## config.mk

```make
export PLATFORM = sky130hd
export DESIGN_NAME = bottom_watering_dose_controller_unit
export DESIGN_NICKNAME = d
export VERILOG_FILES = /design/src/hdl/bwdc_pkg.sv /design/src/hdl/bwdc_front.sv /design/src/hdl/bwdc_fifo.sv /design/src/hdl/bwdc_back.sv /design/src/hdl/bottom_watering_dose_controller_unit.sv
export SDC_FILE = /design/constraint.sdc
export NUM_CORES = 2
export LEC_CHECK = 0
export BUFFER_PORTS_ARGS = -buffer_cell sky130_fd_sc_hd__buf_2
export CAP_MARGIN = 5
export CORE_ASPECT_RATIO = 1.5
export CORE_MARGIN = 2
export CORE_UTILIZATION = 55
export DETAILED_ROUTE_END_ITERATION = 12
export GPL_ROUTABILITY_DRIVEN = 1
export HOLD_SLACK_MARGIN = 0.1
export PLACE_DENSITY_LB_ADDON = 0.08
export SETUP_SLACK_MARGIN = 0.15
export SYNTH_ARGS = -nofsm -noshare
export SYNTH_HDL_FRONTEND = slang
export SYNTH_SLANG_ARGS = --single-unit
```

## constraint.sdc

```tcl
create_clock -name clk -period 16.7 [get_ports clk]
set_input_delay 3.34 -clock clk [delete_from_list [all_inputs] [get_ports clk]]
set_output_delay 3.34 -clock clk [all_outputs]
set_load 0.02 [all_outputs]
```

## src/hdl/bwdc_pkg.sv

```systemverilog
// shared types and constants of the bottom watering dose controller
`default_nettype none
package bwdc_pkg;

	localparam int unsigned QDEPTH = 4;
	localparam int unsigned QPTR_W = $clog2(QDEPTH);

	localparam logic [11:0] SOIL_DRY = 12'd2585;
	localparam logic [11:0] SOIL_WET = 12'd1700;
	localparam logic [11:0] SOIL_MIN = 12'd800;
	localparam logic [11:0] SOIL_MAX = 12'd3200;
	localparam logic [11:0] LEAK_THRESH = 12'd200;
	localparam logic [31:0] LEAK_DEBOUNCE = 32'd3000;
	localparam logic [31:0] STALE_MS = 32'd30000;
	localparam logic [31:0] PUMP_CEILING = 32'd165000;
	localparam logic [31:0] PLATEAU_WIN = 32'd1800000;
	localparam logic [14:0] PCT_FULL = 15'd25600;
	localparam logic [6:0] MAX_DOSE = 7'd100;
	localparam logic [19:0] DELIV_MAX = 20'hFFFFF;

	localparam logic [1:0] MAINT_NONE = 2'd0;
	localparam logic [1:0] MAINT_ENTER = 2'd1;
	localparam logic [1:0] MAINT_ARM = 2'd2;

	localparam logic [2:0] CFG_TRIGGER = 3'd0;
	localparam logic [2:0] CFG_TARGET = 3'd1;
	localparam logic [2:0] CFG_FIRST = 3'd2;
	localparam logic [2:0] CFG_SUPPL = 3'd3;
	localparam logic [2:0] CFG_CAP = 3'd4;
	localparam logic [2:0] CFG_ABSORB = 3'd5;
	localparam logic [2:0] CFG_SETTLE = 3'd6;
	localparam logic [2:0] CFG_GRACE = 3'd7;

	localparam logic [3:0] R_NONE = 4'd0;
	localparam logic [3:0] R_EMPTY = 4'd1;
	localparam logic [3:0] R_CAPPED = 4'd2;
	localparam logic [3:0] R_DONE = 4'd3;
	localparam logic [3:0] R_STALL = 4'd4;
	localparam logic [3:0] R_FAILED = 4'd5;
	localparam logic [3:0] R_RUNTIME = 4'd6;
	localparam logic [3:0] R_MAINT = 4'd7;
	localparam logic [3:0] R_LEAK = 4'd8;
	localparam logic [3:0] R_ABORT = 4'd9;
	localparam logic [3:0] R_STALE = 4'd10;
	localparam logic [3:0] R_RECOVERY = 4'd11;

	typedef struct packed {
		logic [1:0] maint;
		logic ack;
		logic abrt;
		logic start;
		logic tank;
		logic [11:0] leak;
		logic [11:0] soil;
		logic sample;
		logic [31:0] now;
	} in_t;

	typedef struct packed {
		logic [31:0] now;
		logic [14:0] ema;
		logic tank_seen;
		logic leak_seen;
		logic stale;
		logic leak_ok;
		logic start;
		logic abrt;
		logic ack;
		logic [1:0] maint;
	} tick_t;

	typedef struct packed {
		logic [6:0] trigger_percent;
		logic [6:0] target_percent;
		logic [6:0] first_dose_ml;
		logic [6:0] supplement_ml;
		logic [9:0] cap_ml;
		logic [6:0] absorb_rise_percent;
		logic [26:0] settle_wait_ms;
		logic [26:0] grace_len_ms;
	} cfg_t;

endpackage
`default_nettype wire

```

## src/hdl/bwdc_front.sv

```systemverilog
// front end: soil percent pipeline, ema, leak debounce and stale probe tracking
`default_nettype none
module bwdc_front (
	input wire logic clk,
	input wire logic arst_n,
	input wire logic s_tvalid,
	output logic s_tready,
	input wire logic [63:0] s_tdata,
	input wire logic q_full,
	output logic push,
	output bwdc_pkg::tick_t item
);

	localparam logic [25:0] RECIP_885 = 26'd38824563;
	localparam logic [22:0] RECIP_10 = 23'd6710887;

	logic adv;
	logic v_s1, v_s2, v_s3, v_s4;
	bwdc_pkg::in_t in_s1, in_s2, in_s3, in_s4;
	logic [24:0] n_s2, n_s3;
	logic [15:0] qe_s3;
	logic [14:0] pct_s4;

	logic [9:0] diff;
	logic [50:0] prod_div;
	logic [24:0] rem;
	logic [15:0] q_fix;
	logic [14:0] pct_next;

	logic [14:0] ema_q, ema_n;
	logic seen_q, seen_n;
	logic [31:0] lvt_q, lvt_n;
	logic leak_seen_q, leak_seen_n;
	logic tank_q, tank_n;
	logic ltim_q, ltim_n;
	logic [31:0] lstart_q, lstart_n;
	logic [17:0] ema_sum;
	logic [40:0] ema_prod;
	logic soil_ok;
	logic stale;
	logic leak_ok;

	assign adv = !q_full;
	assign s_tready = adv;
	assign push = v_s4 && adv;

	assign diff = 10'(bwdc_pkg::SOIL_DRY - in_s1.soil);
	assign prod_div = 51'(n_s2) * 51'(RECIP_885);

	always_comb begin
		rem = n_s3 - 25'(qe_s3) * 25'd885;
		q_fix = (rem >= 25'd885) ? qe_s3 + 16'd1 : qe_s3;
		if (in_s3.soil <= bwdc_pkg::SOIL_WET) begin
			pct_next = bwdc_pkg::PCT_FULL;
		end else if (in_s3.soil >= bwdc_pkg::SOIL_DRY) begin
			pct_next = '0;
		end else begin
			pct_next = q_fix[14:0];
		end
	end

	always_ff @(posedge clk or negedge arst_n) begin
		if (!arst_n) begin
			v_s1 <= 1'b0;
			v_s2 <= 1'b0;
			v_s3 <= 1'b0;
			v_s4 <= 1'b0;
		end else if (adv) begin
			v_s1 <= s_tvalid;
			v_s2 <= v_s1;
			v_s3 <= v_s2;
			v_s4 <= v_s3;
		end
	end

	always_ff @(posedge clk) begin
		if (adv) begin
			in_s1 <= bwdc_pkg::in_t'(s_tdata[62:0]);
			in_s2 <= in_s1;
			n_s2 <= 25'(diff) * 25'd25600 + 25'd442;
			in_s3 <= in_s2;
			n_s3 <= n_s2;
			qe_s3 <= prod_div[50:35];
			in_s4 <= in_s3;
			pct_s4 <= pct_next;
		end
	end

	always_comb begin
		ema_n = ema_q;
		seen_n = seen_q;
		lvt_n = lvt_q;
		leak_seen_n = leak_seen_q;
		tank_n = tank_q;
		ltim_n = ltim_q;
		lstart_n = lstart_q;
		soil_ok = (in_s4.soil >= bwdc_pkg::SOIL_MIN) && (in_s4.soil <= bwdc_pkg::SOIL_MAX);
		ema_sum = 18'(pct_s4) + 18'(ema_q) * 18'd9 + 18'd5;
		ema_prod = 41'(ema_sum) * 41'(RECIP_10);
		if (in_s4.sample) begin
			leak_seen_n = in_s4.leak >= bwdc_pkg::LEAK_THRESH;
			tank_n = in_s4.tank;
			if (soil_ok) begin
				lvt_n = in_s4.now;
				ema_n = seen_q ? ema_prod[40:26] : pct_s4;
				seen_n = 1'b1;
			end
		end
		stale = !seen_n || ((in_s4.now - lvt_n) > bwdc_pkg::STALE_MS);
		if (leak_seen_n) begin
			if (!ltim_q) begin
				ltim_n = 1'b1;
				lstart_n = in_s4.now;
			end
		end else begin
			ltim_n = 1'b0;
		end
		leak_ok = ltim_n && ((in_s4.now - lstart_n) >= bwdc_pkg::LEAK_DEBOUNCE);

		item.now = in_s4.now;
		item.ema = ema_n;
		item.tank_seen = tank_n;
		item.leak_seen = leak_seen_n;
		item.stale = stale;
		item.leak_ok = leak_ok;
		item.start = in_s4.start;
		item.abrt = in_s4.abrt;
		item.ack = in_s4.ack;
		item.maint = in_s4.maint;
	end

	always_ff @(posedge clk or negedge arst_n) begin
		if (!arst_n) begin
			ema_q <= '0;
			seen_q <= 1'b0;
			lvt_q <= '0;
			leak_seen_q <= 1'b0;
			tank_q <= 1'b0;
			ltim_q <= 1'b0;
			lstart_q <= '0;
		end else if (push) begin
			ema_q <= ema_n;
			seen_q <= seen_n;
			lvt_q <= lvt_n;
			leak_seen_q <= leak_seen_n;
			tank_q <= tank_n;
			ltim_q <= ltim_n;
			lstart_q <= lstart_n;
		end
	end

endmodule
`default_nettype wire

```

## src/hdl/bwdc_fifo.sv

```systemverilog
// small register queue between front end and dose sequencer
`default_nettype none
module bwdc_fifo (
	input wire logic clk,
	input wire logic arst_n,
	input wire logic push,
	input wire bwdc_pkg::tick_t wr_item,
	input wire logic pop,
	output bwdc_pkg::tick_t rd_item,
	output logic full,
	output logic nonempty
);

	bwdc_pkg::tick_t mem_q [bwdc_pkg::QDEPTH];
	logic [bwdc_pkg::QPTR_W-1:0] wr_q, rd_q;
	logic [bwdc_pkg::QPTR_W:0] cnt_q;

	assign full = cnt_q == (bwdc_pkg::QPTR_W+1)'(bwdc_pkg::QDEPTH);
	assign nonempty = cnt_q != '0;
	assign rd_item = mem_q[rd_q];

	always_ff @(posedge clk) begin
		if (push) begin
			mem_q[wr_q] <= wr_item;
		end
	end

	always_ff @(posedge clk or negedge arst_n) begin
		if (!arst_n) begin
			wr_q <= '0;
			rd_q <= '0;
			cnt_q <= '0;
		end else begin
			if (push) begin
				wr_q <= wr_q + 1'b1;
			end
			if (pop) begin
				rd_q <= rd_q + 1'b1;
			end
			if (push && !pop) begin
				cnt_q <= cnt_q + 1'b1;
			end else if (pop && !push) begin
				cnt_q <= cnt_q - 1'b1;
			end
		end
	end

endmodule
`default_nettype wire

```

## src/hdl/bwdc_back.sv

```systemverilog
// dose sequencer: watering state machine, volume accounting and result register
`default_nettype none
module bwdc_back (
	input wire logic clk,
	input wire logic arst_n,
	input wire bwdc_pkg::cfg_t cfg,
	input wire logic q_valid,
	input wire bwdc_pkg::tick_t tk,
	output logic q_pop,
	output logic m_tvalid,
	input wire logic m_tready,
	output logic [47:0] m_tdata
);

	typedef enum logic [3:0] {
		MD_MONITOR = 4'd0,
		MD_DOSING = 4'd1,
		MD_SETTLE = 4'd2,
		MD_GRACE = 4'd3,
		MD_EMPTY = 4'd4,
		MD_STOPPED = 4'd5,
		MD_LEAK = 4'd6,
		MD_HOLD = 4'd7,
		MD_SENSOR = 4'd8
	} mode_t;

	localparam logic [20:0] RECIP_1000 = 21'd1073742;

	mode_t mode_q, mode_n, prev;
	logic pump_q, pump_n;
	logic [31:0] pstart_q, pstart_n;
	logic maint_q, maint_n;
	logic [19:0] deliv_q, deliv_n;
	logic [7:0] doses_q, doses_n;
	logic grace_q, grace_n;
	logic [14:0] pre_q, pre_n, stall_q, stall_n, pref_q, pref_n, ema_q;
	logic [31:0] dstart_q, dstart_n, sstart_q, sstart_n, ptime_q, ptime_n;
	logic [31:0] gstart_q, gstart_n;
	logic [16:0] dlen_q, dlen_n;
	logic parm_q, parm_n;
	logic [3:0] reason_q, reason_n;
	logic [9:0] vol_q;
	logic chg_q;
	logic ph_q;
	logic out_v_q;

	logic active, at_target, do_judge, do_dose, sess;
	logic [6:0] ml;
	logic [9:0] vol_eff;
	logic signed [11:0] budget;
	logic signed [15:0] rise, grace_rise, pdiff, absorb_s;
	logic [31:0] on_ms;
	logic [20:0] deliv_sum;
	logic [40:0] vol_prod;
	logic [10:0] vol_raw;

	assign q_pop = !ph_q && q_valid && (!out_v_q || m_tready);
	assign m_tvalid = out_v_q;
	assign m_tdata = {4'b0, chg_q, maint_q, ema_q, doses_q, vol_q, reason_q,
		4'(mode_q), pump_q};

	assign vol_prod = 41'(deliv_q) * 41'(RECIP_1000);
	assign vol_raw = vol_prod[40:30];

	always_comb begin
		mode_n = mode_q;
		pump_n = pump_q;
		pstart_n = pstart_q;
		maint_n = maint_q;
		deliv_n = deliv_q;
		doses_n = doses_q;
		grace_n = grace_q;
		pre_n = pre_q;
		stall_n = stall_q;
		pref_n = pref_q;
		dstart_n = dstart_q;
		sstart_n = sstart_q;
		ptime_n = ptime_q;
		gstart_n = gstart_q;
		dlen_n = dlen_q;
		parm_n = parm_q;
		reason_n = reason_q;
		do_judge = 1'b0;
		do_dose = 1'b0;
		sess = 1'b0;
		ml = '0;
		budget = '0;
		on_ms = '0;
		deliv_sum = '0;
		absorb_s = $signed({1'b0, cfg.absorb_rise_percent, 8'b0});
		at_target = tk.ema >= {cfg.target_percent, 8'b0};
		rise = $signed({1'b0, tk.ema}) - $signed({1'b0, pre_q});
		grace_rise = $signed({1'b0, tk.ema}) - $signed({1'b0, stall_q});
		pdiff = $signed({1'b0, tk.ema}) - $signed({1'b0, pref_q});

		if (pump_q && ((tk.now - pstart_q) >= bwdc_pkg::PUMP_CEILING)) begin
			pump_n = 1'b0;
			reason_n = bwdc_pkg::R_RUNTIME;
			mode_n = MD_STOPPED;
		end
		prev = mode_n;
		active = (prev == MD_DOSING) || (prev == MD_SETTLE) || (prev == MD_GRACE);

		if (tk.maint == bwdc_pkg::MAINT_ENTER && !maint_q) begin
			maint_n = 1'b1;
			if (active) begin
				pump_n = 1'b0;
				reason_n = bwdc_pkg::R_MAINT;
				mode_n = MD_STOPPED;
			end
		end else if (tk.maint == bwdc_pkg::MAINT_ARM && maint_q) begin
			maint_n = 1'b0;
		end

		if (tk.leak_ok) begin
			pump_n = 1'b0;
			reason_n = bwdc_pkg::R_LEAK;
			mode_n = MD_LEAK;
		end else if (tk.abrt) begin
			pump_n = 1'b0;
			reason_n = bwdc_pkg::R_ABORT;
			mode_n = MD_STOPPED;
		end else if (tk.stale && active) begin
			pump_n = 1'b0;
			reason_n = bwdc_pkg::R_STALE;
			mode_n = MD_SENSOR;
		end else if (mode_n == MD_LEAK) begin
			if (tk.ack && !tk.leak_seen) begin
				reason_n = bwdc_pkg::R_NONE;
				mode_n = MD_MONITOR;
			end
		end else if (mode_n == MD_SENSOR) begin
			pump_n = 1'b0;
			if (tk.ack && !tk.stale) begin
				reason_n = bwdc_pkg::R_NONE;
				mode_n = MD_MONITOR;
			end
		end else if (mode_n == MD_STOPPED) begin
			if (tk.ack) begin
				deliv_n = '0;
				doses_n = '0;
				grace_n = 1'b0;
				reason_n = bwdc_pkg::R_NONE;
				mode_n = MD_MONITOR;
			end
		end else if (mode_n == MD_HOLD) begin
			pump_n = 1'b0;
			if (tk.ack) begin
				reason_n = bwdc_pkg::R_RECOVERY;
				mode_n = MD_STOPPED;
			end
		end else if (tk.tank_seen && active) begin
			pump_n = 1'b0;
			reason_n = bwdc_pkg::R_EMPTY;
			mode_n = MD_STOPPED;
		end else begin
			case (mode_n)
				MD_EMPTY: begin
					if (!tk.tank_seen) begin
						mode_n = MD_MONITOR;
					end
				end
				MD_MONITOR: begin
					if (tk.tank_seen) begin
						mode_n = MD_EMPTY;
					end else if (tk.start) begin
						sess = !tk.stale;
					end else begin
						sess = !maint_n && !tk.stale &&
							(tk.ema <= {cfg.trigger_percent, 8'b0});
					end
				end
				MD_DOSING: begin
					if ((tk.now - dstart_q) >= 32'(dlen_q)) begin
						pump_n = 1'b0;
						sstart_n = tk.now;
						parm_n = 1'b0;
						pref_n = '0;
						mode_n = MD_SETTLE;
					end
				end
				MD_SETTLE: begin
					if (at_target || tk.ack) begin
						do_judge = 1'b1;
					end else if ((tk.now - sstart_q) >= 32'(cfg.settle_wait_ms)) begin
						if (!parm_q) begin
							parm_n = 1'b1;
							pref_n = tk.ema;
							ptime_n = tk.now;
						end else if ((tk.now - ptime_q) >= bwdc_pkg::PLATEAU_WIN) begin
							if (pdiff <= 16'sd256 && pdiff >= -16'sd256) begin
								do_judge = 1'b1;
							end else begin
								pref_n = tk.ema;
								ptime_n = tk.now;
							end
						end
					end
				end
				MD_GRACE: begin
					if (at_target) begin
						do_judge = 1'b1;
					end else if (tk.ack || ((tk.now - gstart_q) >= 32'(cfg.grace_len_ms))) begin
						if (grace_rise >= absorb_s) begin
							do_judge = 1'b1;
						end else begin
							pump_n = 1'b0;
							reason_n = bwdc_pkg::R_FAILED;
							mode_n = MD_STOPPED;
						end
					end
				end
				default: begin
				end
			endcase
		end

		if (sess) begin
			deliv_n = '0;
			doses_n = '0;
			grace_n = 1'b0;
			reason_n = bwdc_pkg::R_NONE;
			do_dose = 1'b1;
			ml = cfg.first_dose_ml;
		end

		if (do_judge) begin
			if (at_target) begin
				pump_n = 1'b0;
				reason_n = bwdc_pkg::R_DONE;
				mode_n = MD_MONITOR;
			end else if (rise >= absorb_s) begin
				if (vol_q < cfg.cap_ml) begin
					do_dose = 1'b1;
					ml = cfg.supplement_ml;
				end else begin
					pump_n = 1'b0;
					reason_n = bwdc_pkg::R_CAPPED;
					mode_n = MD_STOPPED;
				end
			end else if (!grace_q) begin
				grace_n = 1'b1;
				stall_n = tk.ema;
				gstart_n = tk.now;
				mode_n = MD_GRACE;
				reason_n = bwdc_pkg::R_STALL;
			end else begin
				pump_n = 1'b0;
				reason_n = bwdc_pkg::R_FAILED;
				mode_n = MD_STOPPED;
			end
		end

		vol_eff = sess ? '0 : vol_q;
		if (do_dose) begin
			budget = $signed({2'b0, cfg.cap_ml}) - $signed({2'b0, vol_eff});
			if (tk.tank_seen) begin
				pump_n = 1'b0;
				reason_n = bwdc_pkg::R_EMPTY;
				mode_n = MD_STOPPED;
			end else if (budget <= 12'sd0) begin
				pump_n = 1'b0;
				reason_n = bwdc_pkg::R_CAPPED;
				mode_n = MD_STOPPED;
			end else begin
				if (ml > bwdc_pkg::MAX_DOSE) begin
					ml = bwdc_pkg::MAX_DOSE;
				end
				if ($signed({5'b0, ml}) > budget) begin
					ml = budget[6:0];
				end
				if (ml != '0) begin
					pre_n = tk.ema;
					dlen_n = 17'(ml) * 17'd1000;
					dstart_n = tk.now;
					if (doses_n != 8'hFF) begin
						doses_n = doses_n + 8'd1;
					end
					mode_n = MD_DOSING;
					if (!pump_n) begin
						pump_n = 1'b1;
						pstart_n = tk.now;
					end
				end
			end
		end

		if (prev == MD_DOSING && mode_n != MD_DOSING) begin
			on_ms = tk.now - dstart_q;
			if (on_ms > 32'(dlen_q)) begin
				on_ms = 32'(dlen_q);
			end
			deliv_sum = 21'(deliv_n) + 21'(on_ms[16:0]);
			deliv_n = (deliv_sum > 21'(bwdc_pkg::DELIV_MAX)) ? bwdc_pkg::DELIV_MAX :
				deliv_sum[19:0];
		end
	end

	always_ff @(posedge clk or negedge arst_n) begin
		if (!arst_n) begin
			mode_q <= MD_MONITOR;
			pump_q <= 1'b0;
			pstart_q <= '0;
			maint_q <= 1'b1;
			deliv_q <= '0;
			doses_q <= '0;
			grace_q <= 1'b0;
			pre_q <= '0;
			stall_q <= '0;
			pref_q <= '0;
			dstart_q <= '0;
			sstart_q <= '0;
			ptime_q <= '0;
			gstart_q <= '0;
			dlen_q <= '0;
			parm_q <= 1'b0;
			reason_q <= bwdc_pkg::R_NONE;
			vol_q <= '0;
			ema_q <= '0;
			chg_q <= 1'b0;
			ph_q <= 1'b0;
			out_v_q <= 1'b0;
		end else if (ph_q) begin
			vol_q <= (vol_raw > 11'd1023) ? 10'd1023 : vol_raw[9:0];
			out_v_q <= 1'b1;
			ph_q <= 1'b0;
		end else if (q_pop) begin
			mode_q <= mode_n;
			pump_q <= pump_n;
			pstart_q <= pstart_n;
			maint_q <= maint_n;
			deliv_q <= deliv_n;
			doses_q <= doses_n;
			grace_q <= grace_n;
			pre_q <= pre_n;
			stall_q <= stall_n;
			pref_q <= pref_n;
			dstart_q <= dstart_n;
			sstart_q <= sstart_n;
			ptime_q <= ptime_n;
			gstart_q <= gstart_n;
			dlen_q <= dlen_n;
			parm_q <= parm_n;
			reason_q <= reason_n;
			ema_q <= tk.ema;
			chg_q <= mode_n != prev;
			out_v_q <= 1'b0;
			ph_q <= 1'b1;
		end else if (out_v_q && m_tready) begin
			out_v_q <= 1'b0;
		end
	end

endmodule
`default_nettype wire

```

## src/hdl/bottom_watering_dose_controller_unit.sv

```systemverilog
// top level: settings registers, front end, request queue and dose sequencer
// a request passes front end stages s1 to s4, the queue, the sequencer step and the volume update
// the sequencer steps one request and updates its volume before it takes the next, and waits for a held result
// the front end takes one request per cycle while the queue is not full and buffers through a 4 entry queue
// reset: valid flags, queue pointers and sequencer state cleared, monitor state, maintenance on, settings at defaults
`default_nettype none
module bottom_watering_dose_controller_unit (
	input wire logic clk,
	input wire logic arst_n,
	input wire logic s_tvalid,
	output logic s_tready,
	// now_ms, sample_new, soil_adc, leak_adc, tank_empty, start_request,
	// abort_request, ack_press, maint_request
	input wire logic [63:0] s_tdata,
	output logic m_tvalid,
	input wire logic m_tready,
	// pump_drive, fsm_state, reason_code, session_volume_ml, dose_total,
	// moisture_q8, maintenance_on, state_changed
	output logic [47:0] m_tdata,
	input wire logic cfg_we,
	input wire logic [2:0] cfg_index,
	input wire logic [26:0] cfg_data
);

	bwdc_pkg::cfg_t cfg_q;
	bwdc_pkg::tick_t wr_item, rd_item;
	logic push, pop, full, nonempty;

	always_ff @(posedge clk or negedge arst_n) begin
		if (!arst_n) begin
			cfg_q.trigger_percent <= 7'd30;
			cfg_q.target_percent <= 7'd70;
			cfg_q.first_dose_ml <= 7'd100;
			cfg_q.supplement_ml <= 7'd0;
			cfg_q.cap_ml <= 10'd100;
			cfg_q.absorb_rise_percent <= 7'd7;
			cfg_q.settle_wait_ms <= 27'd10800000;
			cfg_q.grace_len_ms <= 27'd5400000;
		end else if (cfg_we) begin
			case (cfg_index)
				bwdc_pkg::CFG_TRIGGER: cfg_q.trigger_percent <= cfg_data[6:0];
				bwdc_pkg::CFG_TARGET: cfg_q.target_percent <= cfg_data[6:0];
				bwdc_pkg::CFG_FIRST: cfg_q.first_dose_ml <= cfg_data[6:0];
				bwdc_pkg::CFG_SUPPL: cfg_q.supplement_ml <= cfg_data[6:0];
				bwdc_pkg::CFG_CAP: cfg_q.cap_ml <= cfg_data[9:0];
				bwdc_pkg::CFG_ABSORB: cfg_q.absorb_rise_percent <= cfg_data[6:0];
				bwdc_pkg::CFG_SETTLE: cfg_q.settle_wait_ms <= cfg_data;
				bwdc_pkg::CFG_GRACE: cfg_q.grace_len_ms <= cfg_data;
				default: begin
				end
			endcase
		end
	end

	bwdc_front u_front (
		.clk(clk),
		.arst_n(arst_n),
		.s_tvalid(s_tvalid),
		.s_tready(s_tready),
		.s_tdata(s_tdata),
		.q_full(full),
		.push(push),
		.item(wr_item)
	);

	bwdc_fifo u_fifo (
		.clk(clk),
		.arst_n(arst_n),
		.push(push),
		.wr_item(wr_item),
		.pop(pop),
		.rd_item(rd_item),
		.full(full),
		.nonempty(nonempty)
	);

	bwdc_back u_back (
		.clk(clk),
		.arst_n(arst_n),
		.cfg(cfg_q),
		.q_valid(nonempty),
		.tk(rd_item),
		.q_pop(pop),
		.m_tvalid(m_tvalid),
		.m_tready(m_tready),
		.m_tdata(m_tdata)
	);

endmodule
`default_nettype wire
```

==> results.yml <==
run_status:
  outcome: "finished clean"
drt:
  drt_iter0_markers: 2722
  drt-pass1-iter-count: 5
  drt_wl_total_mm: 204
  vias: 56100
  post-route-drc-count: 0
  ant_nets: 0
  vias_per_cell: 5.73
  wl_per_cell_um: 20.9
yosys:
  synth_area_leaders: "edfxtp_1 (19%), ha_1 (17%), dfrtp_1 (14%)"
  synth.most_common_cell: "inv_1"
  synth_seq_cells: 1002
  synth_ff_type: "edfxtp_1"
  synth_top_area_share: 0.194
  postSynth.asyncResetShare: 0.478
  synthTopCellsByCount: "inv_1 (1142), ha_1 (1126), nand2_1 (525)"
  synthDistinctLibCells: 112
  synth_edf_count: 523
  yosys_warnings: 0
  synthCells: 7630
  synth.avg_cell_area_um2: 10.6
  yosys.area.top_type: "edfxtp_1"
  seq_area_frac_synth: 0.343
  synth.cell_area_mm2: 0.0809
cts:
  cts_resized: 0
  clk_latency_ps: 760
  htreeDepth: 3
  post_cts_buffers: 0
  ctsHoldBuffers: 0
  clkTransAtPathRegs_ps: 70
  tritoncts: "built"
  cts_root_buf: "clkbuf_16"
  numCtsBuffers: 101
  clockBufferDepth: 3
  cts_sinks: 1002
sta:
  max_freq_mhz: 67.6
  hold_ws_ps: 407
  skew_ps: 65.9
  setup_ws_ps: 1910
  period_share: 0.886
  fin_crit_ps: 14790
  setup_tns_ps: 0
  slew_viol_final: 0
  setup_viol: 0
  slew_headroom: 0.196
  worst_slew_pin_slew_ps: 1200
  rsz0062_at_grt: "no"
  hold_viol: 0
worst_hold_path:
  hold-path-cell-count: 0
  worst_hold_path_type: "flop to flop"
global_route:
  grt_busiest_layer: "met2"
  grt_use_met2: 0.504
  grt_overflow: 0
  grt_max_degree: 144
  antenna_found_initial: 18
  grt_pass1_wl_mm: 322
  grt_usage: 0.277
  use_met3: 0.0287
  met1_usage: 0.320
  first_global_vias: 58300
critical_path:
  cp-endpoint: "u_back.dlen_q[16]"
  regToRegStartpoint: "u_fifo.rd_q[0]"
  arrival_ps: 15370
  worstPathRequired_ps: 17280
  crit_path_end_kind: "flop"
  path_common_cell: "a21oi_1"
  path_class: "flop to flop"
  cp-start-kind: "flop"
  crit_slowest_cell: "a21oi_1"
  cp_slowest_stage_delay_ps: 720
  reg2reg_to: "u_back.dlen_q[16]"
  worst-path-max-fanout: 21
  cp-startpoint: "u_fifo.rd_q[0]"
  rr_worst_depth: 60
  r2r_slack_ps: 1910
floorplan:
  fp.dieW_um: 317
  core_mm2: 0.146
  die_y_um: 474
  io_pins: 149
  die_area_mm2: 0.150
  start_util: 0.553
  num_rows: 172
placed_design:
  place_congestion: 0.943
  port_buffers: 140
  dp_hpwl_mm: 161
  place_ws_ps: 1930
finish:
  layout-drive-gt1-share: 0.103
  finalNetCount: 9440
  area_growth_pct: 7.83
  final_util: 0.596
flow_run:
  max-cap-violations: 0
==> area by class of cell <==
class | instances | area [um2]
fill | 12400 | 59100
multi-input combinational | 5321 | 48200
sequential | 1002 | 27700
inverter | 1147 | 4310
clock buffer | 129 | 2790
tap | 1914 | 2390
timing repair buffer | 194 | 1130
clock inverter | 59 | 637
antenna | 15 | 37.5
==> through the flow <==
step	std cells	instance area (um2)
3_3_place_gp	9578	83700
2_1_floorplan	7633	80900
5_1_grt	9777	87200
4_1_cts	9766	87200
3_5_place_dp	9578	83700
6_report	9781	87200
==> critical path, delay by kind of cell (launching register included) <==
kind,cells,cell delay [ps]
adders and majority gates,8,3310
xor gates and xnor gates,2,260
muxes,1,390
DFF,1,690
AOI/OAI and AO/OA,34,7790
and+or+nand+nor,12,1490
buffers and inverters,3,690
==> metal layers <==
layer  vias up  wire length (um)
li1      27000                 -
met1     27700             80000
met4         2             11300
met3       401              6470
met2      1005            106000
met5         -                13
==> worst min path at each step <==
stage / start / endpoint
3_5_place_dp: u_front.in_s1[31] / u_front.in_s2[31]
5_1_grt: u_front.in_s3[57] / u_front.in_s4[57]
2_1_floorplan: u_front.in_s1[0] / u_front.in_s2[0]
3_3_place_gp: u_front.in_s1[30] / u_front.in_s2[30]
6_report: u_front.in_s3[31] / u_front.item[55]
4_1_cts: u_front.in_s3[15] / u_front.item[39]
==> state kept, by name, summed over array words and instances, names as in the netlist, 23 cells and up <==
name              count
cfg_q                99
u_front.in_s3        60
u_back.pstart_q      32
u_back.gstart_q      32
u_front.lstart_q     32
u_front.in_s1        60
u_back.sstart_q      32
u_back.dstart_q      32
u_front.in_s4        23
u_fifo.mem_q        224
u_front.lvt_q        32
u_front.item         37
u_front.in_s2        60
u_back.ptime_q       32
==> logic make-up (layout without fill, tap and decap cells) <==
logic type | after synthesis | count (layout) | share of synthesized area
buffers and inverters | 1310 | 1529 | 0.0624
xor gates and xnor gates | 261 | 261 | 0.0283
adders and majority gates | 1575 | 1575 | 0.285
AOI/OAI and AO/OA | 1530 | 1530 | 0.122
DFF | 1002 | 1002 | 0.343
and+or+nand+nor | 1540 | 1540 | 0.0925
other | 1 | 19 | 0.0000464
muxes | 411 | 411 | 0.0665
==> layout by cell type, fill, tap and decap left out, types with 68 or more instances in the layout <==
master / count
nor2_1: 310
ha_1: 1126
mux2_4: 68
clkbuf_16: 102
buf_2: 139
mux2i_1: 93
o21ai_0: 387
fa_1: 448
nor3_1: 113
nor2b_1: 70
edfxtp_1: 523
a21o_1: 149
dfrtp_1: 442
xnor2_1: 174
mux2_2: 196
o21a_1: 91
xor2_1: 87
nand2_1: 523
nand2b_1: 76
nand3_1: 97
a21oi_1: 388
inv_1: 1142
Power is not shown: default switching activity piles up to over one toggle a cycle in this logic, so the estimate is an artifact.
